==> config.mk <==
export PLATFORM = sky130hd
export DESIGN_NAME = sxfc_rule_store
export DESIGN_NICKNAME = d
export VERILOG_FILES = /design/src/sv/sxfc_pkg.sv /design/src/sv/sxfc_rule_store.sv
export SDC_FILE = /design/constraint.sdc
export NUM_CORES = 2
export LEC_CHECK = 0
export BUFFER_PORTS_ARGS = -buffer_cell sky130_fd_sc_hd__buf_2
export CAP_MARGIN = 20
export CORE_ASPECT_RATIO = 0.6
export CORE_MARGIN = 2
export CORE_UTILIZATION = 52
export CTS_BUF_LIST = sky130_fd_sc_hd__clkbuf_16
export CTS_CLUSTER_SIZE = 14
export DETAILED_ROUTE_END_ITERATION = 10
export MAX_ROUTING_LAYER = met4
export PLACE_DENSITY = 0.67
export SKIP_LAST_GASP = 1
export SYNTH_ARGS = -nofsm -noshare
export SYNTH_HDL_FRONTEND = slang
export SYNTH_SLANG_ARGS = --single-unit
==> constraint.sdc <==
create_clock -name clk -period 3 [get_ports clk]
set_clock_uncertainty 0.2 [all_clocks]
set_input_delay 0.3 -clock clk [delete_from_list [all_inputs] [get_ports clk]]
set_output_delay 0.3 -clock clk [all_outputs]
set_load 0.1 [all_outputs]
==> src/sv/sxfc_pkg.sv <==
// Shared types and constants of the streaming XPath fragment cutter.
package sxfc_pkg;

    localparam int RULES_DEF      = 16;
    localparam int PATH_DEPTH_DEF = 16;
    localparam int TAG_BITS_DEF   = 16;

    localparam int TAG_ID_W = 16;
    localparam int OFFSET_W = 48;
    localparam int DEPTH_W  = 16;

    typedef enum logic [1:0] {
        CMD_START      = 2'd0,
        CMD_END        = 2'd1,
        CMD_WRITE_STEP = 2'd2,
        CMD_WRITE_LEN  = 2'd3
    } cmd_t;

    typedef enum logic {
        REG_RULE_COUNT = 1'b0,
        REG_DOCUMENT   = 1'b1
    } reg_idx_t;

    typedef struct packed {
        cmd_t                  command;
        logic [TAG_ID_W-1:0]   tag_id;
        logic [OFFSET_W-1:0]   source_offset;
        logic [3:0]            rule_select;
        logic [3:0]            step_select;
        logic [4:0]            rule_length;
        logic                  header_flag;
    } evt_t;

    typedef struct packed {
        logic [31:0]           segment_number;
        logic [3:0]            segment_rule;
        logic [15:0]           segment_document;
        logic [OFFSET_W-1:0]   segment_start;
        logic [OFFSET_W-1:0]   segment_length;
        logic                  segment_header;
    } seg_t;

    // Rule table write request, one beat of a table command.
    typedef struct packed {
        logic                  step_we;
        logic                  len_we;
        logic [3:0]            rule;
        logic [3:0]            step;
        logic [TAG_ID_W-1:0]   tag;
        logic [4:0]            len;
        logic                  hdr;
    } rule_wr_t;

endpackage

==> src/sv/sxfc_rule_store.sv <==
// Rule step memory, rule length and header tables, and per-rule step compare.
module sxfc_rule_store #(
    parameter int RULES      = sxfc_pkg::RULES_DEF,
    parameter int PATH_DEPTH = sxfc_pkg::PATH_DEPTH_DEF,
    parameter int TAG_BITS   = sxfc_pkg::TAG_BITS_DEF,
    localparam int TW = (TAG_BITS < sxfc_pkg::TAG_ID_W) ? TAG_BITS : sxfc_pkg::TAG_ID_W,
    localparam int DW = (PATH_DEPTH > 1) ? $clog2(PATH_DEPTH) : 1,
    localparam int RW = (RULES > 1) ? $clog2(RULES) : 1
) (
    input  logic                          clk,
    input  logic                          rst_n,
    input  sxfc_pkg::rule_wr_t            wr,
    input  logic                          rd_en,
    input  logic [DW-1:0]                 rd_row,
    input  logic [TW-1:0]                 cmp_tag,
    input  logic [sxfc_pkg::DEPTH_W-1:0]  cmp_depth,
    input  logic [3:0]                    hdr_rule,
    output logic [RULES-1:0]              cand,
    output logic [RULES-1:0]              done,
    output logic                          hdr_bit
);

    // One row per path step, one lane per rule.
    logic [RULES*TW-1:0] step_mem [PATH_DEPTH];
    logic [RULES*TW-1:0] row_q;
    logic [4:0]          len_reg [RULES];
    logic                hdr_reg [RULES];
    logic                step_ok;
    logic                rule_ok;

    assign rule_ok = int'(wr.rule) < RULES;
    assign step_ok = rule_ok && (int'(wr.step) < PATH_DEPTH);

    always_ff @(posedge clk)
    begin
        for (int i = 0; i < RULES; i++)
        begin
            if (wr.step_we && step_ok && int'(wr.rule) == i)
            begin
                step_mem[DW'(wr.step)][i*TW +: TW] <= wr.tag[TW-1:0];
            end
        end
        if (rd_en)
        begin
            row_q <= step_mem[rd_row];
        end
    end

    always_ff @(posedge clk or negedge rst_n)
    begin
        if (!rst_n)
        begin
            for (int i = 0; i < RULES; i++)
            begin
                len_reg[i] <= '0;
                hdr_reg[i] <= 1'b0;
            end
        end
        else
        begin
            for (int i = 0; i < RULES; i++)
            begin
                if (wr.len_we && rule_ok && int'(wr.rule) == i)
                begin
                    len_reg[i] <= wr.len;
                    hdr_reg[i] <= wr.hdr;
                end
            end
        end
    end

    always_comb
    begin
        for (int i = 0; i < RULES; i++)
        begin
            cand[i] = (row_q[i*TW +: TW] == cmp_tag)
                      && (cmp_depth <= {11'd0, len_reg[i]});
            done[i] = (cmp_depth == {11'd0, len_reg[i]});
        end
    end

    assign hdr_bit = (int'(hdr_rule) < RULES) ? hdr_reg[RW'(hdr_rule)] : 1'b0;

endmodule

== Yosys cells after proc, flatten, opt, wreduce, memory -nomap -nowiden ==
Memory sizes are Yosys's and may differ from the RTL's. A register that Yosys moved wholly into a read port is not among the register bits.
Index checks and enable logic that the tools add are counted.
Storage, ports and cells
  flip-flop bits (word level): 96
  memory bits (writable): 4096
  input bits: 75
  output and inout port bits: 33
  logic and storage cells: 182
  memories kept: 1
Memory list
  step_mem: depth 16, bits a word 256, read ports 1, clocked after Yosys merged registers in 1, write ports 1, line sxfc_rule_store.sv:24  | logic [RULES*TW-1:0] step_mem [PATH_DEPTH];
Operators by class
  $lt $le $gt $ge: 17
  eq/ne operators: 47
  muxes and demuxes: 35
  bitwise operators: 1
  reduce and logical (&&, ||, !) cells: 49
Operator list (number)
  16-bit equality test: 16
  16-bit by 5-bit equality test with 1-bit output: 16
  16-bit by 5-bit <= comparator with 1-bit output: 16
  1-bit logical AND: 48
  1-bit two-way mux: 34
  4-bit equality test, second input constant: 8
  4-bit by 3-bit equality test with 1-bit output, second input constant: 4
  4-bit by 2-bit equality test with 1-bit output, second input constant: 2
  5-bit greater-or-equal comparator, second input constant: 1
  4-bit NOT with 5-bit output: 1
  1-bit binary-select mux with 4-bit select: 1
  4-bit by 1-bit equality test with 1-bit output, second input constant: 1
  4-bit zero test: 1

== Depth between registers and ports, before layout ==
  depth in word-level cells: 4
  mapped depth: 7
  mapped depth without buffers: 6

== Worst setup path after synthesis ==
OpenSTA, ideal clock, no wires.
  kind: input-to-output
  start: in cmp_depth[0] (netlist name)
  end: out cand[0]
  arrival time: 5930 ps
  data required time: 2500 ps
  setup slack: -3430 ps
  stages on the path: 5
  path buffers: 0
  path through: inv_1 -> ha_1 -> nand4_1 -> or2_2 -> a2111oi_0
Between the ends
  word-level cells in the longest chain between the ends: 2
RTL lines
  start, declared: line sxfc_rule_store.sv:16  | input logic [sxfc_pkg::DEPTH_W-1:0] cmp_depth,
  16-bit by 5-bit <= comparator with 1-bit output: line sxfc_rule_store.sv:77  | && (cmp_depth <= {11'd0, len_reg[i]});
  1-bit logical AND: line sxfc_rule_store.sv:77
  end, declared: line sxfc_rule_store.sv:18  | output logic [RULES-1:0] cand,
No other way between the ends.

== Final worst setup path ==
  start: reg row_q[8], read port of step_mem
  end: out cand[0]
Between the ends
  word-level cells in the longest chain between the ends: 2
RTL lines
  start, declared: line sxfc_rule_store.sv:25  | logic [RULES*TW-1:0] row_q;
  16-bit equality test: line sxfc_rule_store.sv:76  | cand[i] = (row_q[i*TW +: TW] == cmp_tag)
  1-bit logical AND: line sxfc_rule_store.sv:77
No other way between the ends.

==> flow_summary.yaml <==
outcome:
  status: "finished, violations left"
  violations: "setup timing"
critical_path:
  worstPathMaxFanout: 1
  startpoint: "row_q[8]"
  rr_endpoint: "row_q[46]"
  worstPathRequired_ns: 2.50
  rrSetupSlack_ns: 0.84
  cp-end-kind: "output pin"
  arrival_ns: 2.96
  critPathSlowestCell: "edfxtp_1"
  worstSetupPathType: "flip-flop to output pin"
  max_stage_delay_ns: 0.54
  crit_chain: "xnor2_1 -> nand4_1 -> or3_4 -> a2111oi_4 -> buf_12"
  r2r.worst_path.cells: 4
  cp-endpoint: "cand[0]"
  worstSetupStartpointType: "flip-flop"
  rr_startpoint: "step_mem[0][46]"
timing:
  rsz0062_at_grt: "yes"
  hold_viol: 0
  maxSlewViolCount: 0
  setup_viol: 18
  tns_ns: -4.970
  period_minus_slack_ns: 3.461
  fin_ws_ns: -0.4613
  fin_crit_sh: 1.154
  worst_slew_margin_rel: 0.2696
  fmax_ghz: 0.2889
  worstMarginPinSlew_ns: 1.096
layout:
  largest_reg_flops: 4096
  area_delta_synth_final_pct: 14.69
  multi_input_area_mm2: 0.03617
  fin_cells: 13229
  nNetsFinal: 8768
  seq_area_mm2: 0.1331
  drive_gt1_frac: 0.2842
  fillers: 22350
  postLayoutCellArea_mm2: 0.1954
clocking:
  clockRootBuffer: "clkbuf_16"
  cts.sinks: 4448
  numCtsBuffers: 392
  insertion_delay_ns: 0.98
  htreeDepth: 5
  cts_max_path_buffers: 4
  cts_tree: "yes"
  path_clk_slew_ns: 0.07
yosys:
  yosysTopAreaCell: "edfxtp_1"
  syn-cell-area_mm2: 0.1703
  ys_seq_area_frac: 0.7813
  synth-edff-count: 4352
  yosys_most_used_dff: "edfxtp_1"
  ys_warn_count: 0
  synth.most_common_cell: "edfxtp_1"
  ys_ff_latch: 4448
  synth_nets: 7963
  netlist_top_cells_area: "edfxtp_1 77%, mux4_2 14%, a22oi_1 2.3%"
  synthArstFlopShare: 0.02158
  synth_top_area_frac: 0.7672
  syn-mean-instance-area_um2: 21.82
  synth_common_cells: "4352 x edfxtp_1, 1028 x mux4_2, 512 x a22oi_1, 350 x nand2_1, 286 x nor2_1"
  synth_cells: 7808
  synth_cell_types: 37
global_routing:
  antenna_found_initial: 33
  grt_overflow: 0
  grt_pass1_vias: 83372
  grt_max_degree: 116
  track_usage: 0.2734
  grt_pass1_wl_um: 626900
detailed_routing:
  postRouteAntennaNets: 0
  drcViolationCount: 0
  wl_um: 443300
  wire_per_inst_um: 33.51
  drt-initial-drc-count: 13057
  vias: 85935
  firstDrtPassIters: 6
  vias_per_cell: 6.496
floorplanning:
  core_mm2: 0.3253
  die_area_mm2: 0.3323
  fp.dieH_um: 447.3
  die_x_um: 742.9
  pin_count: 108
  initial_utilization: 0.5236
  num_rows: 162
placement:
  post-place-cells: 12510
  portBuffers: 107
  place_hpwl_um: 266300
  globalplace.congestion: 0.8681
  place_area_mm2: 0.1825
hold_path:
  hold_path.class: "input port to flip-flop"
flow_run:
  max_cap_violations: 0
power_and_ir_drop:
  ir_drop_uv: 576.2
  power.density_mw_per_mm2: 634.1
  power_leakage_nw: 62.76
==> cell type report <==
cell class                 instances  share of cell area
sequential                      4448              0.6812
timing repair buffer             833             0.04566
clock buffer                     396             0.05072
antenna                           12           0.0001537
clock inverter                   256            0.007698
inverter                          81            0.001556
tap                             4346             0.02783
multi-input combinational       2857              0.1852
==> routing by layer <==
metal | GRT usage | share of wire
met4 | 0.06487 | 0.026
met3 | 0.05562 | 0.11
met1 | 0.4116 | 0.41
met2 | 0.3905 | 0.45
met5 | - | 0
==> cells by family (layout without fill, tap and decap cells) <==
| group | Yosys count | count (layout) | synth area share |
|---|---|---|---|
| flops | 4448 | 4448 | 0.7813 |
| simple gates | 818 | 818 | 0.02066 |
| compound gates | 630 | 630 | 0.02711 |
| xor+xnor | 256 | 256 | 0.01316 |
| other cells | 0 | 12 | 0 |
| mux | 1073 | 1073 | 0.1389 |
| buf+inv | 503 | 1566 | 0.01299 |
| fa+ha+maj | 80 | 80 | 0.005876 |
==> through the flow <==
stage	total power, mW	setup slack [ns]	hold slack [ns]	utilization
3_5_place_dp	78.13	0.06594	0.2037	0.5611
4_1_cts	124.3	-0.5088	0.01379	0.5993
3_3_place_gp	77.93	0.05015	0.1921	0.5611
2_1_floorplan	74.41	0.003962	-0.1956	-
6_report	123.9	-0.4613	0.07986	0.6005
5_1_grt	127.3	-0.5741	0.06207	0.6005
==> power by group <==
part	total [mW]	switching, mW	internal [mW]
clock	46.6	22.0	24.6
sequential	69.4	0.377	69.0
combinational	7.92	4.86	3.06
==> cells in the final DEF, fill, tap and decap left out, drive strengths merged, types with 34 or more instances in the layout <==
cell,instances
a22oi,512
buf,788
clkbuf,396
clkinv,130
dfrtp,96
dlygate4sd3,45
edfxtp,4352
ha,80
inv,194
mux2,44
mux4,1028
nand2,350
nand4,49
nor2,286
nor4,34
o21ai,52
xnor2,128
xor2,128
==> what timing repair did <==
action / in CTS / in global routing
endpoints found under the setup margin: 33 / 31
resized for setup: 108 / 53
pin swaps: 57 / 56
buffers inserted: 3 / 6
endpoints found under the hold margin: 3592 / 0
hold buffers: 46 / 0
==> critical path, delay by kind of cell (launching register included) <==
kind / cells / cell delay, ns
simple gates: 2 / 0.49
buf+inv: 1 / 0.24
flops: 1 / 0.54
xor+xnor: 1 / 0.22
compound gates: 1 / 0.49
==> worst min path at each step <==
stage | from | to | slack [ns] | cells after the start
5_1_grt | rd_row[0] | row_q[38] | 0.06 | 4
4_1_cts | wr[11] | step_mem[12][53] | 0.01 | 2
6_report | wr[11] | step_mem[10][53] | 0.08 | 2
2_1_floorplan | rst_n | hdr_reg[0] | -0.20 | 0
3_5_place_dp | rst_n | len_reg[63] | 0.20 | 1
3_3_place_gp | rst_n | len_reg[63] | 0.19 | 1
Power figures use the tool's default switching activity.
